==> config.mk <==
export PLATFORM = sky130hd
export DESIGN_NAME = utf8_to_mac_roman_transcoder_flat
export DESIGN_NICKNAME = d
export VERILOG_FILES = /design/src/rtl/utr_pkg.sv /design/src/rtl/utr_in_if.sv /design/src/rtl/utr_out_if.sv /design/src/rtl/utr_decoder.sv /design/src/rtl/utr_out_queue.sv /design/src/rtl/utr_to_mac_roman_transcoder.sv /design/src/flat_wrapper.sv
export SDC_FILE = /design/constraint.sdc
export NUM_CORES = 1
export LEC_CHECK = 0
export BUFFER_PORTS_ARGS = -buffer_cell sky130_fd_sc_hd__buf_4
export CELL_PAD_IN_SITES_DETAIL_PLACEMENT = 1
export CELL_PAD_IN_SITES_GLOBAL_PLACEMENT = 1
export CORE_ASPECT_RATIO = 1.1
export CORE_MARGIN = 1
export CORE_UTILIZATION = 30
export CTS_BUF_LIST = sky130_fd_sc_hd__clkbuf_8
export DETAILED_ROUTE_END_ITERATION = 8
export PLACE_DENSITY = 0.63
export SYNTH_ARGS = -nofsm -noshare
export SYNTH_HDL_FRONTEND = slang
export SYNTH_SLANG_ARGS = --single-unit
==> constraint.sdc <==
create_clock -name clk -period 4.7 [get_ports clk]
set_clock_uncertainty 0.2 [all_clocks]
set_input_delay 0.94 -clock clk [delete_from_list [all_inputs] [get_ports clk]]
set_output_delay 0.94 -clock clk [all_outputs]
set_load 0.03 [all_outputs]
==> src/rtl/utr_pkg.sv <==
package utr_pkg;

    // Widths of the decoder state.
    localparam int CODE_W = 21;
    localparam int PEND_W = 2;

    // Number of results that one byte can cause, and the depth of the result queue.
    localparam int MAX_RESULTS = 2;
    localparam int QUEUE_DEPTH = 4;
    localparam int QPTR_W      = $clog2(QUEUE_DEPTH);
    localparam int QCNT_W      = $clog2(QUEUE_DEPTH + 1);
    localparam int RCNT_W      = $clog2(MAX_RESULTS + 1);

    // Replacement character for anything that cannot be transcoded.
    localparam logic [7:0] QMARK = 8'h3F;

    // Index of each entry plus 0x80 gives the MacRoman byte.
    localparam logic [15:0] MAC_TABLE [128] = '{
        16'h00C4, 16'h00C5, 16'h00C7, 16'h00C9, 16'h00D1, 16'h00D6, 16'h00DC, 16'h00E1,
        16'h00E0, 16'h00E2, 16'h00E4, 16'h00E3, 16'h00E5, 16'h00E7, 16'h00E9, 16'h00E8,
        16'h00EA, 16'h00EB, 16'h00ED, 16'h00EC, 16'h00EE, 16'h00EF, 16'h00F1, 16'h00F3,
        16'h00F2, 16'h00F4, 16'h00F6, 16'h00F5, 16'h00FA, 16'h00F9, 16'h00FB, 16'h00FC,
        16'h2020, 16'h00B0, 16'h00A2, 16'h00A3, 16'h00A7, 16'h2022, 16'h00B6, 16'h00DF,
        16'h00AE, 16'h00A9, 16'h2122, 16'h00B4, 16'h00A8, 16'h2260, 16'h00C6, 16'h00D8,
        16'h221E, 16'h00B1, 16'h2264, 16'h2265, 16'h00A5, 16'h00B5, 16'h2202, 16'h2211,
        16'h220F, 16'h03C0, 16'h222B, 16'h00AA, 16'h00BA, 16'h03A9, 16'h00E6, 16'h00F8,
        16'h00BF, 16'h00A1, 16'h00AC, 16'h221A, 16'h0192, 16'h2248, 16'h2206, 16'h00AB,
        16'h00BB, 16'h2026, 16'h00A0, 16'h00C0, 16'h00C3, 16'h00D5, 16'h0152, 16'h0153,
        16'h2013, 16'h2014, 16'h201C, 16'h201D, 16'h2018, 16'h2019, 16'h00F7, 16'h25CA,
        16'h00FF, 16'h0178, 16'h2044, 16'h20AC, 16'h2039, 16'h203A, 16'hFB01, 16'hFB02,
        16'h2021, 16'h00B7, 16'h201A, 16'h201E, 16'h2030, 16'h00C2, 16'h00CA, 16'h00C1,
        16'h00CB, 16'h00C8, 16'h00CD, 16'h00CE, 16'h00CF, 16'h00CC, 16'h00D3, 16'h00D4,
        16'hF8FF, 16'h00D2, 16'h00DA, 16'h00DB, 16'h00D9, 16'h0131, 16'h02C6, 16'h02DC,
        16'h00AF, 16'h02D8, 16'h02D9, 16'h02DA, 16'h00B8, 16'h02DD, 16'h02DB, 16'h02C7
    };

    // One result item.
    typedef struct packed {
        logic [7:0] mac_byte;
        logic       substituted;
        logic       run_last;
    } result_t;

    // Decoder state carried from byte to byte.
    typedef struct packed {
        logic [CODE_W-1:0] code_accum;
        logic [PEND_W-1:0] bytes_pending;
    } state_t;

    // All results caused by one byte, in order.
    typedef struct packed {
        logic [RCNT_W-1:0] count;
        result_t           res0;
        result_t           res1;
    } decode_t;

    // Table match of a code point.
    typedef struct packed {
        logic       hit;
        logic [6:0] idx;
    } lookup_t;

    // Compare the code point against every table entry in parallel.
    function automatic lookup_t mac_lookup(input logic [CODE_W-1:0] cp);
        lookup_t r;
        r.hit = 1'b0;
        r.idx = '0;
        for (int i = 0; i < 128; i++)
        begin
            if (cp == {{(CODE_W-16){1'b0}}, MAC_TABLE[i]})
            begin
                r.hit = 1'b1;
                r.idx = 7'(i);
            end
        end
        return r;
    endfunction

endpackage

==> src/rtl/utr_in_if.sv <==
interface utr_in_if;
    logic       valid;
    logic       ready;
    logic [7:0] data_byte;
    logic       stream_end;

    modport source (output valid, output data_byte, output stream_end, input ready);
    modport sink   (input valid, input data_byte, input stream_end, output ready);
endinterface

==> src/rtl/utr_out_if.sv <==
interface utr_out_if;
    logic       valid;
    logic       ready;
    logic [7:0] mac_byte;
    logic       substituted;
    logic       run_last;

    modport source (output valid, output mac_byte, output substituted, output run_last,
                    input ready);
    modport sink   (input valid, input mac_byte, input substituted, input run_last,
                    output ready);
endinterface

==> src/rtl/utr_decoder.sv <==
module utr_decoder (
    input  logic [7:0]       data_byte,
    input  logic             stream_end,
    input  utr_pkg::state_t  cur_state,
    output utr_pkg::state_t  next_state,
    output utr_pkg::decode_t results
);
    import utr_pkg::*;

    // Outcome of handling a byte with no sequence open.
    typedef struct packed {
        logic    emit;
        result_t res;
        state_t  st;
    } lead_t;

    function automatic lead_t lead_decode(input logic [7:0] c, input state_t st_in);
        lead_t r;
        r.emit = 1'b0;
        r.res  = '{mac_byte: QMARK, substituted: 1'b1, run_last: 1'b0};
        r.st   = st_in;
        unique case (c) inside
            8'b0???_????:
            begin
                r.emit = 1'b1;
                r.res  = '{mac_byte: c, substituted: 1'b0, run_last: 1'b0};
            end
            8'b110?_????:
            begin
                r.st.code_accum    = {{(CODE_W-5){1'b0}}, c[4:0]};
                r.st.bytes_pending = PEND_W'(1);
            end
            8'b1110_????:
            begin
                r.st.code_accum    = {{(CODE_W-4){1'b0}}, c[3:0]};
                r.st.bytes_pending = PEND_W'(2);
            end
            8'b1111_0???:
            begin
                r.st.code_accum    = {{(CODE_W-3){1'b0}}, c[2:0]};
                r.st.bytes_pending = PEND_W'(3);
            end
            default:
            begin
                r.emit = 1'b1;
            end
        endcase
        return r;
    endfunction

    // Map a finished code point to a MacRoman byte.
    function automatic result_t code_result(input logic [CODE_W-1:0] cp);
        result_t r;
        lookup_t lk;
        lk = mac_lookup(cp);
        if (cp[CODE_W-1:7] == '0)
        begin
            r = '{mac_byte: {1'b0, cp[6:0]}, substituted: 1'b0, run_last: 1'b0};
        end
        else if (lk.hit)
        begin
            r = '{mac_byte: {1'b1, lk.idx}, substituted: 1'b0, run_last: 1'b0};
        end
        else
        begin
            r = '{mac_byte: QMARK, substituted: 1'b1, run_last: 1'b0};
        end
        return r;
    endfunction

    localparam result_t SUB_RES = '{mac_byte: QMARK, substituted: 1'b1, run_last: 1'b0};

    lead_t             lead;
    state_t            st;
    logic [CODE_W-1:0] acc_new;
    logic [PEND_W-1:0] pend_new;
    logic              a_v;
    logic              b_v;
    logic              e_v;
    result_t           b_res;
    result_t           r0;
    result_t           r1;
    logic [RCNT_W-1:0] cnt;

    // Up to three candidate results: broken sequence, byte result, open at end.
    always_comb
    begin
        acc_new  = {cur_state.code_accum[CODE_W-7:0], data_byte[5:0]};
        pend_new = cur_state.bytes_pending - PEND_W'(1);
        st       = cur_state;
        a_v      = 1'b0;
        b_v      = 1'b0;
        b_res    = SUB_RES;

        if (cur_state.bytes_pending == '0)
        begin
            lead  = lead_decode(data_byte, cur_state);
            b_v   = lead.emit;
            b_res = lead.res;
            st    = lead.st;
        end
        else if (data_byte[7:6] == 2'b10)
        begin
            lead             = lead_decode(data_byte, cur_state);
            st.bytes_pending = pend_new;
            if (pend_new == '0)
            begin
                b_v           = 1'b1;
                b_res         = code_result(acc_new);
                st.code_accum = '0;
            end
            else
            begin
                st.code_accum = acc_new;
            end
        end
        else
        begin
            // The broken sequence gives a substitute result and the byte starts over as a lead.
            a_v   = 1'b1;
            lead  = lead_decode(data_byte, '0);
            b_v   = lead.emit;
            b_res = lead.res;
            st    = lead.st;
        end

        e_v = stream_end && (st.bytes_pending != '0);
        if (stream_end)
        begin
            st = '0;
        end
        next_state = st;
    end

    // Pack the valid candidates in order and mark the last one.
    always_comb
    begin
        cnt = RCNT_W'({1'b0, a_v}) + RCNT_W'({1'b0, b_v}) + RCNT_W'({1'b0, e_v});
        if (a_v)
        begin
            r0 = SUB_RES;
            r1 = b_v ? b_res : SUB_RES;
        end
        else
        begin
            r0 = b_v ? b_res : SUB_RES;
            r1 = SUB_RES;
        end
        r0.run_last     = (cnt == RCNT_W'(1));
        r1.run_last     = (cnt == RCNT_W'(2));
        results.count   = cnt;
        results.res0    = r0;
        results.res1    = r1;
    end

endmodule

==> src/rtl/utr_out_queue.sv <==
module utr_out_queue (
    input  logic              clk,
    input  logic              rst_n,
    input  logic              push,
    input  utr_pkg::decode_t  results,
    output logic              space_ok,
    utr_out_if.source         mac_stream
);
    import utr_pkg::*;

    result_t           entry_reg [QUEUE_DEPTH];
    logic [QPTR_W-1:0] wr_ptr_reg;
    logic [QPTR_W-1:0] wr_ptr_next;
    logic [QPTR_W-1:0] rd_ptr_reg;
    logic [QPTR_W-1:0] rd_ptr_next;
    logic [QCNT_W-1:0] count_reg;
    logic [QCNT_W-1:0] count_next;
    logic [RCNT_W-1:0] n_push;
    logic              pop;

    // A request is taken only when the queue can hold every result it may cause.
    assign space_ok = (count_reg <= QCNT_W'(QUEUE_DEPTH - MAX_RESULTS));

    assign n_push = push ? results.count : '0;
    assign pop    = mac_stream.valid && mac_stream.ready;

    // Pointer and fill count update.
    always_comb
    begin
        wr_ptr_next = wr_ptr_reg + QPTR_W'(n_push);
        rd_ptr_next = rd_ptr_reg + QPTR_W'(pop);
        count_next  = count_reg + QCNT_W'(n_push) - QCNT_W'(pop);
    end

    always_ff @(posedge clk or negedge rst_n)
    begin
        if (!rst_n)
        begin
            wr_ptr_reg <= '0;
            rd_ptr_reg <= '0;
            count_reg  <= '0;
        end
        else
        begin
            wr_ptr_reg <= wr_ptr_next;
            rd_ptr_reg <= rd_ptr_next;
            count_reg  <= count_next;
        end
    end

    // Result storage; the second result goes to the slot after the first.
    always_ff @(posedge clk)
    begin
        if (n_push != '0)
        begin
            entry_reg[wr_ptr_reg] <= results.res0;
        end
        if (n_push == RCNT_W'(2))
        begin
            entry_reg[wr_ptr_reg + QPTR_W'(1)] <= results.res1;
        end
    end

    assign mac_stream.valid       = (count_reg != '0);
    assign mac_stream.mac_byte    = entry_reg[rd_ptr_reg].mac_byte;
    assign mac_stream.substituted = entry_reg[rd_ptr_reg].substituted;
    assign mac_stream.run_last    = entry_reg[rd_ptr_reg].run_last;

endmodule

==> src/rtl/utr_to_mac_roman_transcoder.sv <==
// A result is offered once its byte has passed the input register and the result queue.
// Throughput: one byte per cycle while the queue has room; the output gives one result
// per cycle while ready is high; a four-entry queue absorbs bytes with two results.
// Byte accept stalls only when that queue holds more than two results.
// Reset (rst_n low, asynchronous) closes any open sequence and empties the queue.
module utf8_to_mac_roman_transcoder (
    input  logic     clk,
    input  logic     rst_n,
    utr_in_if.sink   byte_stream,
    utr_out_if.source mac_stream
);
    import utr_pkg::*;

    logic       s1_valid_reg;
    logic [7:0] s1_byte_reg;
    logic       s1_end_reg;
    state_t     state_reg;
    state_t     state_next;
    decode_t    results;
    logic       space_ok;
    logic       s1_fire;

    // The input register moves into the decoder whenever the queue has room.
    assign s1_fire           = s1_valid_reg && space_ok;
    assign byte_stream.ready = !s1_valid_reg || s1_fire;

    always_ff @(posedge clk or negedge rst_n)
    begin
        if (!rst_n)
        begin
            s1_valid_reg <= 1'b0;
            state_reg    <= '0;
        end
        else
        begin
            if (byte_stream.ready)
            begin
                s1_valid_reg <= byte_stream.valid;
            end
            if (s1_fire)
            begin
                state_reg <= state_next;
            end
        end
    end

    // Input payload register.
    always_ff @(posedge clk)
    begin
        if (byte_stream.valid && byte_stream.ready)
        begin
            s1_byte_reg <= byte_stream.data_byte;
            s1_end_reg  <= byte_stream.stream_end;
        end
    end

    utr_decoder u_decoder (
        .data_byte  (s1_byte_reg),
        .stream_end (s1_end_reg),
        .cur_state  (state_reg),
        .next_state (state_next),
        .results    (results)
    );

    utr_out_queue u_out_queue (
        .clk        (clk),
        .rst_n      (rst_n),
        .push       (s1_fire),
        .results    (results),
        .space_ok   (space_ok),
        .mac_stream (mac_stream)
    );

`ifndef SYNTHESIS
    // A request held back by a full queue keeps its byte.
    assert property (@(posedge clk) disable iff (!rst_n)
        s1_valid_reg && !s1_fire |=> s1_valid_reg && $stable(s1_byte_reg))
        else $error("held input request changed");

    // With no sequence open there is no partial code point.
    assert property (@(posedge clk) disable iff (!rst_n)
        (state_reg.bytes_pending == '0) |-> (state_reg.code_accum == '0))
        else $error("code point left over with no sequence open");

    // The end of a stream always leaves the decoder in its reset state.
    assert property (@(posedge clk) disable iff (!rst_n)
        s1_fire && s1_end_reg |=> (state_reg == '0))
        else $error("state not cleared at end of stream");
`endif

endmodule
==> src/flat_wrapper.sv <==
// flat-port wrapper written by rule: the top's interface ports become plain ports
module utf8_to_mac_roman_transcoder_flat import utr_pkg::*;
  (clk, rst_n, byte_stream_valid, byte_stream_data_byte, byte_stream_stream_end, byte_stream_ready, mac_stream_valid, mac_stream_mac_byte, mac_stream_substituted, mac_stream_run_last, mac_stream_ready);
  utr_in_if byte_stream_i ();
  utr_out_if mac_stream_i ();
  input  logic clk;
  input  logic rst_n;
  input wire logic [$bits(byte_stream_i.valid)-1:0] byte_stream_valid;
  input wire logic [$bits(byte_stream_i.data_byte)-1:0] byte_stream_data_byte;
  input wire logic [$bits(byte_stream_i.stream_end)-1:0] byte_stream_stream_end;
  output wire logic [$bits(byte_stream_i.ready)-1:0] byte_stream_ready;
  output wire logic [$bits(mac_stream_i.valid)-1:0] mac_stream_valid;
  output wire logic [$bits(mac_stream_i.mac_byte)-1:0] mac_stream_mac_byte;
  output wire logic [$bits(mac_stream_i.substituted)-1:0] mac_stream_substituted;
  output wire logic [$bits(mac_stream_i.run_last)-1:0] mac_stream_run_last;
  input wire logic [$bits(mac_stream_i.ready)-1:0] mac_stream_ready;
  assign byte_stream_i.valid = byte_stream_valid;
  assign byte_stream_i.data_byte = byte_stream_data_byte;
  assign byte_stream_i.stream_end = byte_stream_stream_end;
  assign byte_stream_ready = byte_stream_i.ready;
  assign mac_stream_valid = mac_stream_i.valid;
  assign mac_stream_mac_byte = mac_stream_i.mac_byte;
  assign mac_stream_substituted = mac_stream_i.substituted;
  assign mac_stream_run_last = mac_stream_i.run_last;
  assign mac_stream_i.ready = mac_stream_ready;
  utf8_to_mac_roman_transcoder u_core (.clk(clk), .rst_n(rst_n), .byte_stream(byte_stream_i), .mac_stream(mac_stream_i));
endmodule
== Word-level counts from Yosys, hierarchy flattened ==
Memory sizes are Yosys's and may differ from the RTL's.
Index checks and enable logic that the tools add are counted.
Cells by class
  eq/ne operators: 136
  magnitude comparators: 1
  multiplexer cells: 157
  $add $sub $neg: 8
  reductions and logical operators: 14
Operator list (number)
  $eq 21x8->1 const B: 80
  $mux 8: 131
  $eq 21x14->1 const B: 30
  $eq 21x10->1 const B: 10
  $eq 21x9->1 const B: 5
  $mux 10: 8
  $eq 21x16->1 const B: 3
  $mux 17: 3
  $pmux 17 s3: 1
  $pmux 7 s3: 1
  $mux 15: 1
  $logic_not 14->1: 1
  $mux 1: 10
  $mux 9: 1
  $eq 2x2->1 const B: 3
  $eq 5x5->1 const B: 1
  $ne 5x1->1 const B: 1
  $add 2x1->2: 2
  $eq 4x4->1 const B: 1
  $logic_and 1x1->1: 4
  $logic_not 2->1: 2
  $reduce_bool 2->1: 2
  $add 3x2->3: 1
  $eq 3x3->1 const B: 1
  13 further kinds: 13
Storage, ports and cells
  bits in writable memories: 40
  output and inout bits: 12
  input port bits: 13
  bits in registers: 34
  memories: 1
Memories
  u_core.u_out_queue.entry_reg: words 4, bits a word 10, rd ports 1, clocked after Yosys merged registers in 0, wr ports 2, RTL line utr_out_queue.sv:11  | result_t entry_reg [QUEUE_DEPTH];

== Longest topological paths before layout ==
  depth in word-level cells: 139
  depth in mapped cells: 19

== By module ==
A second synthesis with hierarchy kept.
Unflattened totals
  cells, all modules: 834
  area, all modules: 7618.6 um^2
Modules (own cells, without submodules)
  utr_decoder: sequential area each 0.0 um^2, area each 3925.0 um^2, instances 1, cells an instance 629
  utr_out_queue: sequential area each 1376.3 um^2, area each 2439.8 um^2, instances 1, cells an instance 142
  utf8_to_mac_roman_transcoder: sequential area each 870.8 um^2, area each 1253.7 um^2, instances 1, cells an instance 63

== Worst setup path after synthesis ==
Ideal clock, no wire load.
  path kind: register to register
  start: reg u_core.s1_byte_reg[3]
  end: reg u_core.u_out_queue.count_reg[2]
  setup time: 123 ps
  data arrival time: 3812 ps
  path buffers: 4
  required time: 4377 ps
  setup slack: 566 ps
  stages on the path, launching flop included: 20
  cells stage by stage: edfxtp_1 buf_2 buf_2 clkbuf_1 clkbuf_1 nand2_1 a21oi_1 a31oi_1 a32oi_1 a21oi_1 o21ai_0 fa_1 or2_2 ha_1 inv_1 ha_1 inv_1 fa_1 xor2_1 xnor2_1
Between the ends
  longest elaborated chain between the ends: 10
  elaborated cells on any way between the ends: 16
  those cells by class: 4 x add/sub; 1 x eq/ne; 8 x mux; 3 x reduce/logical
RTL lines
  start: declaration: RTL line utr_to_mac_roman_transcoder.sv:15  | logic [7:0] s1_byte_reg;
  start signal: assignment: RTL line utr_to_mac_roman_transcoder.sv:52  | s1_byte_reg <= byte_stream.data_byte;
  $eq 5x5->1 (*): RTL line utr_decoder.sv:97, utr_decoder.sv:121
  $reduce_or 3->1 (no source line) / $pmux 7 s3 (equally long branches)
  $mux 1 / $mux 17 (equally long branches): RTL line utr_decoder.sv:22, utr_decoder.sv:102
  $mux 1 / $mux 17 (equally long branches): RTL line utr_decoder.sv:102, utr_decoder.sv:95
  $mux 1 / $reduce_bool 2->1 (equally long branches): RTL line utr_decoder.sv:95, utr_decoder.sv:127
  $add 1x1->2 / $logic_and 1x1->1 (equally long branches): RTL line utr_decoder.sv:138, utr_decoder.sv:127
  $add 2x1->2 (*): RTL line utr_decoder.sv:138  | cnt = RCNT_W'({1'b0, a_v}) + RCNT_W'({1'b0, b_v}) + RCNT_W'({1'b0, e_v});
  $mux 2 (*): RTL line utr_out_queue.sv:24  | assign n_push = push ? results.count : '0;
  $add 3x2->3 (*): RTL line utr_out_queue.sv:32  | count_next = count_reg + QCNT_W'(n_push) - QCNT_W'(pop);
  $sub 3x1->3 (*): RTL line utr_out_queue.sv:32
  named net u_core.u_out_queue.count_next[2]: RTL line utr_out_queue.sv:17  | logic [QCNT_W-1:0] count_next;
  end signal: assignment: RTL line utr_out_queue.sv:47  | count_reg <= count_next;
  end: declaration: RTL line utr_out_queue.sv:16  | logic [QCNT_W-1:0] count_reg;
Mark *: on every way through the listed nets, which the timed path passes. The rest lies on a longest branch. The select of a mux whose other input is x is not followed.
A chain may end at the register's enable or synchronous reset.

==> impl_metrics.tcl <==
set metrics [dict create \
    cp_data_required_time_ps 4600 \
    cts_buffers 9 \
    cts_resized 0 \
    grt_max_degree 32 \
    syn_nets 855 \
    whs_ps 259 \
    finalWirelength_um 30400 \
    cp_max_fo 15 \
    layout_common_cells "84 x buf_4, 69 x nand2_1, 56 x nor3_1" \
    vdd_drop_max_mv 0.195 \
    fin_cells 1157 \
    netlist_area_mm2 0.00720 \
    antenna_found_initial 0 \
    pre_cts_slack_ps 587 \
    grt_pass1_wl_um 46400 \
    synth.distinct_cells 88 \
    synth-async-reset-ratio_pct 33.8 \
    port_buffers 24 \
    ant_nets 0 \
    overflow 0 \
    cap_violations 0 \
    clk_pin_slew_ps 100 \
    r2r_start "u_core.s1_byte_reg[4]" \
    rows 59 \
    fin_ws_ps 564 \
    placed_cell_area_mm2 0.00777 \
    yosysSeqAreaShare_pct 29.1 \
    dieHeight_um 164 \
    post-route-period-util_pct 88.0 \
    setup-tns-final_ps 0 \
    min_path_type "in2async" \
    finalMaxSlewViolations 0 \
    dp_hpwl_um 23100 \
    synth-edff-count 49 \
    rrSetupSlack_ps 560 \
    syn-instance-count 833 \
    leakagePower_nw 2.54 \
    min_period_ps 4140 \
    viasPerCell 6.57 \
    gp_congestion 1.03 \
    startpoint_type "register" \
    dp.cells 1140 \
    critPathCaptureType "register" \
    finalSetupViolCount 0 \
    crit_arrival_ps 4030 \
    die_w_um 150 \
    slew_headroom_pct 15.9 \
    synth_top_area_share_pct 20.4 \
    drt_iter0_markers 704 \
    syn_to_final_growth_pct 10.9 \
    synth_area_leader_cell "edfxtp_1" \
    cts-hold-fix-buffers 0 \
    cts_setup_buffers 0 \
    cp.buffers_inverters 1 \
    regArea_mm2 0.00210 \
    drc 0 \
    die_area_mm2 0.0246 \
    clock_sinks 74 \
    final_util_pct 33.8 \
    status "complete, no violations" \
    grt_pass1_vias 7490 \
    dr.pass1.iters 5 \
    ios 25 \
    crit_chain "inv_1 > o21ai_0 > nand2_1 > o31ai_1 > a22o_1 > o21ai_0 > fa_1 > nand2_1 > nor4b_1 > xnor2_1 > nor2_1 > a32o_1 > a31oi_1" \
    h-tree-depth 3 \
    final_common_cell "buf_4" \
    avgSynthCellArea_um2 8.64 \
    grt_usage_pct 25.1 \
    synth_area_leaders "edfxtp_1 20%, dfrtp_1 8.7%, nor3_1 3.9%, nand2_1 3.6%, mux4_2 3.1%" \
    hold_violations 0 \
    synth_flop_cell "edfxtp_1" \
    tightest_slew_ps 1250 \
    crit_family "simple AND/OR/NAND/NOR gates" \
    rsz0062_at_grt "no" \
    tritoncts "yes" \
    drive_above_1_share_pct 17.4 \
    cts_buffer_depth 2 \
    r2r_cells 13 \
    wire_per_inst_um 26.2 \
    max_stage_delay_ps 670 \
    initial_core_util_pct 30.5 \
    stdcell_area_mm2 0.00799 \
    p_per_area_mw_per_mm2 572 \
    fmax_mhz 242 \
    fillCellCount 2775 \
    fin_nets 868 \
    ys_warn_count 0 \
    root_buffer "clkbuf_8" \
    power_mw 4.57 \
    multi_input_area_mm2 0.00459 \
    cpMaxStageDelayCell "fa_1" \
    fp.coreArea_mm2 0.0236 \
    path_class "reg2reg" \
    rr_endpoint "u_core.u_out_queue.entry_reg[0][5]" \
    insertion_delay_ps 390 \
    synth_seq_cells 74 \
    routed-via-count 7605 \
    cp.depth 13 \
    largest_reg_flops 40 \
]
## cell usage after synthesis (11+ instances only)
cell	n
nand2_1	69
nor3_1	56
nor2_1	55
edfxtp_1	49
buf_2	36
nand3_1	34
nor4_1	32
nand4_1	28
o21ai_0	27
clkbuf_1	26
a21oi_1	25
dfrtp_1	25
nand2b_1	19
o32ai_1	18
o21ai_1	17
inv_1	16
a31oi_1	15
o22ai_1	15
or3_1	13
nor2b_1	12
xnor2_1	12
a22o_1	11
## metal layers
layer  routed length, um  vias to the layer above  GRT usage (%)
li1                    -                     3321              -
met1               12600                     3755           31.8
met2               14000                      408           40.0
met3                2110                      121           4.56
met4                1630                        0           14.0
met5                   0                        -              0
## worst reg2reg max path, delay by kind of cell (launching register included)
kind / cells / cell delay [ps]
XOR/XNOR: 1 / 200
AO/OA/AOI/OAI: 6 / 870
flip-flops: 1 / 660
adder cells (fa/ha/maj): 1 / 670
AND/OR/NAND/NOR: 4 / 1080
buffers and inverters: 1 / 170
## power breakdown
group | switching, mW | internal (mW)
Clock | 0.284 | 0.299
Combinational | 1.81 | 0.982
Sequential | 0.242 | 0.949
## cell type report
type	instances	share of cell area, %
antenna	1	0.0313
sequential	74	26.3
clock inverter	7	1.16
timing repair buffer	84	7.90
inverter	17	0.799
clock buffer	9	1.55
tap	305	4.78
multi-input combinational	660	57.5
## worst max path at each step
stage	from	end	slack, ps
floorplan	u_core.s1_byte_reg[3]	u_core.u_out_queue.count_reg[2]	570
finish	u_core.s1_byte_reg[4]	u_core.u_out_queue.entry_reg[0][5]	560
global route	u_core.s1_byte_reg[4]	u_core.u_out_queue.entry_reg[0][5]	230
detailed placement	u_core.s1_byte_reg[4]	u_core.u_out_queue.entry_reg[0][5]	590
global placement	u_core.state_reg[1]	u_core.u_out_queue.entry_reg[0][5]	720
CTS	u_core.s1_byte_reg[4]	u_core.u_out_queue.entry_reg[0][5]	590
## cells by family after synthesis
family,share of synthesized area [%]
and+or+nand+nor,35.6
AOI/OAI and AO/OA,21.0
buffers and inverters,7.16
DFF,29.1
xor gates and xnor gates,1.95
muxes,3.42
adders and majority gates,1.77
Note: power is estimated with default switching activity, not from simulation.
